## src/sv/dtq_pkg.sv

```systemverilog
package dtq_pkg;

   // table geometry
   localparam int TABLE_DEPTH = 32;
   localparam int IDX_W       = $clog2(TABLE_DEPTH);
   localparam int TIME_W      = 63;
   localparam int PER_W       = 40;
   localparam int TAG_W       = 16;

   localparam logic [IDX_W-1:0]  LAST_IDX  = IDX_W'(TABLE_DEPTH - 1);
   localparam logic [TIME_W-1:0] MIN_DELAY = TIME_W'(100);
   localparam logic [TIME_W-1:0] TIME_MAX  = '1;

   // command codes
   localparam logic CMD_ADD  = 1'b0;
   localparam logic CMD_TICK = 1'b1;

   typedef struct packed {
      logic              cmd;
      logic [TAG_W-1:0]  timer_tag;
      logic [TIME_W-1:0] expire_time;
      logic [PER_W-1:0]  period_us;
      logic [TIME_W-1:0] now_time;
   } req_type;

   typedef struct packed {
      logic              fired_valid;
      logic [TAG_W-1:0]  fired_tag;
      logic              last;
      logic              new_earliest;
      logic              full_error;
      logic              wake_valid;
      logic [TIME_W-1:0] wake_time;
      logic [TIME_W-1:0] wake_delay_us;
   } rsp_type;

   // one slot of the timer table
   typedef struct packed {
      logic [TIME_W-1:0] expiry;
      logic [PER_W-1:0]  period;
      logic [TAG_W-1:0]  tag;
   } ent_type;

   // controller to datapath
   typedef struct packed {
      logic latch_req;
      logic start_scan;
      logic decide;
      logic step;
      logic load_final;
   } dtq_cmd_type;

   // datapath to controller
   typedef struct packed {
      logic scan_done;
      logic best_found;
      logic pend_valid;
      logic out_free;
      logic table_full;
      logic is_tick;
   } dtq_sts_type;

endpackage

```

## src/sv/dtq_ctrl.sv

```systemverilog
module dtq_ctrl (
   input  logic                clock,
   input  logic                reset,
   input  logic                req_valid,
   output logic                req_ready,
   input  dtq_pkg::dtq_sts_type sts,
   output dtq_pkg::dtq_cmd_type ctl
);
   import dtq_pkg::*;

   localparam logic [2:0] S_IDLE   = 3'd0;
   localparam logic [2:0] S_START  = 3'd1;
   localparam logic [2:0] S_SCAN   = 3'd2;
   localparam logic [2:0] S_DECIDE = 3'd3;
   localparam logic [2:0] S_MID    = 3'd4;
   localparam logic [2:0] S_OUT    = 3'd5;

   logic [2:0] state_ff, state_in;

   // sequencing of scans, fires and the final transaction
   always_comb begin
      state_in = state_ff;
      ctl      = '0;
      req_ready = 1'b0;
      case (state_ff)
         S_IDLE: begin
            req_ready = 1'b1;
            if (req_valid) begin
               ctl.latch_req = 1'b1;
               state_in      = S_START;
            end
         end
         S_START: begin
            if (!sts.is_tick && sts.table_full) begin
               state_in = S_OUT;
            end else begin
               ctl.start_scan = 1'b1;
               state_in       = S_SCAN;
            end
         end
         S_SCAN: begin
            if (sts.scan_done) begin
               state_in = S_DECIDE;
            end
         end
         S_DECIDE: begin
            ctl.decide = 1'b1;
            if (sts.is_tick && sts.best_found) begin
               state_in = S_MID;
            end else begin
               state_in = S_OUT;
            end
         end
         S_MID: begin
            if (!sts.pend_valid || sts.out_free) begin
               ctl.step       = 1'b1;
               ctl.start_scan = 1'b1;
               state_in       = S_SCAN;
            end
         end
         S_OUT: begin
            if (sts.out_free) begin
               ctl.load_final = 1'b1;
               state_in       = S_IDLE;
            end
         end
         default: begin
            state_in = S_IDLE;
         end
      endcase
   end

   always_ff @(posedge clock) begin
      if (reset) begin
         state_ff <= S_IDLE;
      end else begin
         state_ff <= state_in;
      end
   end

endmodule

```

## config.mk

```make
export PLATFORM = sky130hd
export DESIGN_NAME = dtq_ctrl
export DESIGN_NICKNAME = d
export VERILOG_FILES = /design/src/sv/dtq_pkg.sv /design/src/sv/dtq_ctrl.sv
export SDC_FILE = /design/constraint.sdc
export NUM_CORES = 1
export LEC_CHECK = 0
export ABC_AREA = 1
export ABC_CLOCK_PERIOD_IN_PS = 900
export BUFFER_PORTS_ARGS = -buffer_cell sky130_fd_sc_hd__clkbuf_2
export CORE_AREA = 2 2 39 41
export DETAILED_ROUTE_END_ITERATION = 10
export DIE_AREA = 0 0 41 43
export GPL_TIMING_DRIVEN = 0
export PLACE_DENSITY = 0.53
export SYNTH_ARGS = -nofsm -noshare
export SYNTH_HDL_FRONTEND = slang
export SYNTH_SLANG_ARGS = --single-unit
```

## constraint.sdc

```tcl
create_clock -name clock -period 0.9 [get_ports clock]
set_input_delay 0.18 -clock clock [delete_from_list [all_inputs] [get_ports clock]]
set_output_delay 0.18 -clock clock [all_outputs]
set_load 0.1 [all_outputs]
```

==> qor.txt, run 1 <==
Worst setup EP type - output pin
Leakage - 0.348 nW
Final Max Slew Viols - 0
relative slew slack - 86.5%
count of final setup violators - 9
cell family with most CP delay - buffers and inverters
clock slew at reported path FFs - 0.04 ns
DRT Wirelength - 1.01 mm
num rows - 14
CP Launch Type - flop
grt met1 use - 13.8%
antenna cell count - 0
R2R cell count - 9
clock power share - 12.6%
syn nets - 65
Register Area - 67.6 um^2
Comb pwr share - 74.1%
DR iter-0 viols - 9
first-pass GRT wire length - 1.49 mm
worst hold path depth - 2
Die Area - 1760 um^2
H-tree depth - 1
met3 Track Usage GR - 5.24%
I/O pin total - 15
outcome - complete, but fails checks
Die X - 41 um
vias per cell - 4.35
Yosys reg bits - 3
Worst Hold Class - primary input to flop
crit path cell chain - buf_6, nor3_4, nand2_2, o21ai_4, clkbuf_16
die height - 43 um
sequential area share after synthesis - 19.2%
unrepaired setup endpoints after global routing - true
area of the mapped netlist - 313 um^2
Crit path buffers/inverters - 2
DPL Wire Length - 619 um
Data arrival, critical path - 1.28 ns
final period utilization - 162%
nets@finish - 91
core area - 1380 um^2
Initial Utilization - 22.6%
CTS root buffer - clkbuf_4
Critical Path RT - 0.72 ns
vias in the first global route - 398
Critical Path Max Stage Delay - 0.30 ns
Max-Cap Viols - 0
Final Util - 52.1%
initial antenna violation count - 0
fmax - 685 MHz
GR Layer Usage met2 - 19.4%
most frequent cells in the layout - 11 x nand2_1, 8 x clkbuf_2, 7 x inv_1
power density cells - 2630 nW/um^2
largest net degree at the start of global routing - 9
area occupied by multi-input gates - 283 um^2
Overall Global Routing Usage - 12.4%
clock skew - 0.0104 ns
Placed Cells - 86
GPL Wtd Cong - 0.763
CP Class - flop to output pin
Yosys warning count - 0
post-layout min period - 1.46 ns
layout cells sized above 1 - 58.0%
Worst-Skew Late Latency - 0.23 ns
max reg flops - 3
GRT overflow - 0
Top reg by flops - state_ff
sw frac - 52.1%
fin cells - 97
Cell Int Power - 0.908 mW
# clock sinks - 3
Max clock buf depth - 2
post-synthesis cell type count - 14
CP max FO - 6
Slowest-stage cell, CP - dfxtp_1
Area Growth Syn to Fin - 130%
Num CTS Buffers - 3
instance count on the critical path - 5
cts hold-fix bufs - 0
final worst slack - -0.559 ns
drt pass-1 iters - 2
fillers - 140
Mapped Cells - 56
number of remaining DRC errors - 0
Mean Syn Cell Area - 5.59 um^2
most common cell after layout, fill and taps aside - nand2_1
Slew @ Worst Pin - 0.202 ns
largest registers - state_ff x3
vias after detailed routing - 422
GRT Max-Usage Layer - met2
I/O Buffers - 14
VDD IR max - 0.00174 V
failing checks - setup timing
Sw Pwr - 0.986 mW
WL per Instance - 10.4 um
CTS tree - done
Fin. Hold Viols - 0
sequential share of power - 13.4%
post-route ant nets - 0
[power groups by stage]
| stage | sequential (mW) | combinational (mW) | clock [mW] |
|---|---|---|---|
| after floorplan | 0.228 | 0.805 | 0 |
| after global placement | 0.237 | 0.920 | 0 |
| after detailed placement | 0.239 | 0.921 | 0 |
| after CTS | 0.243 | 1.35 | 0.238 |
| after global routing | 0.258 | 1.47 | 0.261 |
| final | 0.253 | 1.40 | 0.238 |
[repair_timing]
item	in CTS	in global routing
endpoints found under the hold margin	0	0
setup endpoints to repair	9	9
buffers inserted	5	2
pin swaps	6	3
cloned	0	0
resized for setup	29	4
[cell usage after synthesis (all sizes together)]
cell type	number	area (um^2)
bufinv	1	17.5
buf	1	11.3
nand2	15	58.8
inv	10	37.5
dfxtp	3	60.1
nand4	2	12.5
o21ai	1	5.00
nand3	6	30.0
a21oi	4	20.0
nor3	1	10.0
nor2	12	50.1
[kinds of logic (layout without fill, tap and decap cells)]
family                 after synthesis  count (layout)  share of synthesized area (%)
AND/OR/NAND/NOR                     36              36                           51.6
buffers and inverters               12              37                           21.2
AO/OA/AOI/OAI                        5               5                           8.00
flip-flops                           3               3                           19.2
[metrics by stage]
step                TNS (ns)  hold slack, ns  setup slack, ns  total power, mW  area [um^2]
floorplan              -3.03           0.239           -0.451             1.03          370
CTS                    -3.21           0.136           -0.545             1.83          686
global route           -4.19           0.138           -0.622             1.99          721
finish                 -3.60           0.139           -0.559             1.89          721
detailed placement     -3.36           0.363           -0.611             1.16          460
global placement       -3.34           0.372           -0.605             1.16          460
[metal layers]
metal	up-vias	share of wire, %
li1	222	-
met1	189	41
met2	11	55
met3	0	3.9
met4	0	0
met5	-	0
[worst paths after layout]
kind / to / slack [ns] / start
min reg2reg: state_ff[1]$_SDFFE_PP0P_ / 0.69 / state_ff[1]$_SDFFE_PP0P_
max reg2reg: state_ff[2]$_SDFFE_PP0P_ / -0.27 / state_ff[2]$_SDFFE_PP0P_
min: state_ff[0]$_SDFFE_PP0P_ / 0.14 / reset
max: ctl[3] / -0.56 / state_ff[2]$_SDFFE_PP0P_
[layout make-up]
cell class,count,area share [%]
plain buffers,1,1.56
clock buffers,4,3.65
inverters,11,9.20
multi-input cells,41,39.2
flip-flops and latches,3,9.38
well taps,16,2.78
repair buffers,21,34.2
No activity file was read; power rests on OpenSTA's default activity.
==> run 2: changes to the inputs <==
--- a/config.mk
+++ b/config.mk
@@ -12,7 +12,7 @@
 export DETAILED_ROUTE_END_ITERATION = 10
 export DIE_AREA = 0 0 41 43
 export GPL_TIMING_DRIVEN = 0
-export PLACE_DENSITY = 0.53
+export PLACE_DENSITY_LB_ADDON = 0.15
 export SYNTH_ARGS = -nofsm -noshare
 export SYNTH_HDL_FRONTEND = slang
 export SYNTH_SLANG_ARGS = --single-unit
==> qor.txt, run 2 (synthesized netlist as in run 1, its figures left out) <==
Worst Hold Slack - 0.135 ns
GPL Wtd Cong - 0.702
I/O pin total - 15
Die X - 41 um
DRT Wirelength - 1.08 mm
relative slew slack - 86.0%
largest registers - state_ff x3
cts hold-fix bufs - 0
final period utilization - 157%
nets@finish - 98
count of final setup violators - 9
crit path cell chain - nor2_4, nand2_4, o21ai_4, clkbuf_16
Worst R2R End - state_ff[1]$_SDFFE_PP0P_
layout cells sized above 1 - 64.8%
R2R cell count - 8
Num CTS Buffers - 3
GRT overflow - 0
core area - 1380 um^2
clock skew - 0.00271 ns
Initial Utilization - 22.6%
post-route ant nets - 0
num rows - 14
initial antenna violation count - 0
Worst-Skew Late Latency - 0.23 ns
Area Growth Syn to Fin - 156%
fillers - 111
final worst slack - -0.517 ns
CP Class - flop to output pin
Leakage - 0.383 nW
fmax - 706 MHz
Final Util - 57.9%
outcome - complete, but fails checks
Slowest-stage cell, CP - dfxtp_4
CP Capture Point - ctl[3]
power density cells - 2510 nW/um^2
Critical Path RT - 0.72 ns
crit path launch - state_ff[0]$_SDFFE_PP0P_
Worst setup EP type - output pin
vias in the first global route - 424
# clock sinks - 3
H-tree depth - 1
Fin. Hold Viols - 0
Placed Cells - 86
Slew @ Worst Pin - 0.209 ns
Final Max Slew Viols - 0
Overall Global Routing Usage - 12.6%
number of remaining DRC errors - 0
Max clock buf depth - 2
vias per cell - 4.35
I/O Buffers - 14
most common cell after layout, fill and taps aside - nand2_1
VDD IR max - 0.00135 V
CTS root buffer - clkbuf_4
Setup TNS Final - -3.79 ns
R2R Setup Slk - -0.37 ns
post-layout min period - 1.42 ns
CP max FO - 4
Data arrival, critical path - 1.24 ns
CTS tree - done
failing checks - setup timing
DPL Wire Length - 600 um
first-pass GRT wire length - 1.50 mm
DR iter-0 viols - 2
Worst Hold Class - primary input to flop
die height - 43 um
CP Launch Type - flop
largest net degree at the start of global routing - 8
Critical Path Max Stage Delay - 0.36 ns
fin cells - 104
clock slew at reported path FFs - 0.04 ns
area occupied by multi-input gates - 300 um^2
unrepaired setup endpoints after global routing - true
max reg flops - 3
launching point of the worst reg2reg path - state_ff[1]$_SDFFE_PP0P_
most frequent cells in the layout - 11 x nand2_1, 10 x buf_4, 8 x clkbuf_2
vias after detailed routing - 452
drt pass-1 iters - 3
Top reg by flops - state_ff
antenna cell count - 0
WL per Instance - 10.4 um
Register Area - 68.8 um^2
Max-Cap Viols - 0
Die Area - 1760 um^2
run 2: changes by cell type in the layout (fill, tap and decap cells not counted), sizes merged:
cell and delta:
buf +7
run 2: metal layers:
metal | vias up | share of wire (%) | GRT usage (%) | routed length (um)
li1 | 240 | - | - | -
met1 | 207 | 37 | 12.9 | 397
met2 | 5 | 61 | 21.9 | 660
met3 | 0 | 2.4 | 1.57 | 26
met4 | 0 | 0 | 8.00 | 0
met5 | - | 0 | 0 | 0
run 2: critical path: cells and delay by family, from the launching register on:
family	cells	cell delay (ns)
buffers and inverters	1	0.21
DFF	1	0.36
and+or+nand+nor	2	0.29
AOI/OAI and AO/OA	1	0.14
run 2: cell type report:
class	instances	area share, %
buffer	1	1.41
clock buffer	4	3.28
inverter	11	7.97
multi-input combinational	41	37.5
sequential	3	8.59
tap	16	2.50
timing repair buffer	28	38.8
run 2: how the worst min path moves through the flow:
| stage | from | to | depth (start not counted) |
|---|---|---|---|
| floorplan | reset | state_ff[0]$_SDFFE_PP0P_ | 1 |
| global placement | reset | state_ff[0]$_SDFFE_PP0P_ | 2 |
| detailed placement | reset | state_ff[0]$_SDFFE_PP0P_ | 2 |
| CTS | reset | state_ff[0]$_SDFFE_PP0P_ | 2 |
| global route | reset | state_ff[1]$_SDFFE_PP0P_ | 2 |
| finish | reset | state_ff[1]$_SDFFE_PP0P_ | 2 |
run 2: power by group:
| group | switching, mW | internal, mW | leakage [nW] |
|---|---|---|---|
| combinational | 0.893 | 0.655 | 0.342 |
| clock | 0.0633 | 0.166 | 0.0150 |
| sequential | 0.0559 | 0.179 | 0.0264 |
run 2: metrics by stage:
stage	setup slack, ns	power, mW	cell area [um^2]
6_report	-0.517	2.01	801
3_3_place_gp	-0.609	1.16	460
3_5_place_dp	-0.599	1.16	460
2_1_floorplan	-0.451	1.03	370
4_1_cts	-0.518	1.83	702
5_1_grt	-0.564	2.12	801
run 2: timing repair:
| item | in CTS | in global routing |
|---|---|---|
| gates resized for setup | 26 | 14 |
| buffers inserted | 8 | 6 |
| pin swaps | 9 | 12 |
| endpoints found under the setup margin | 9 | 9 |
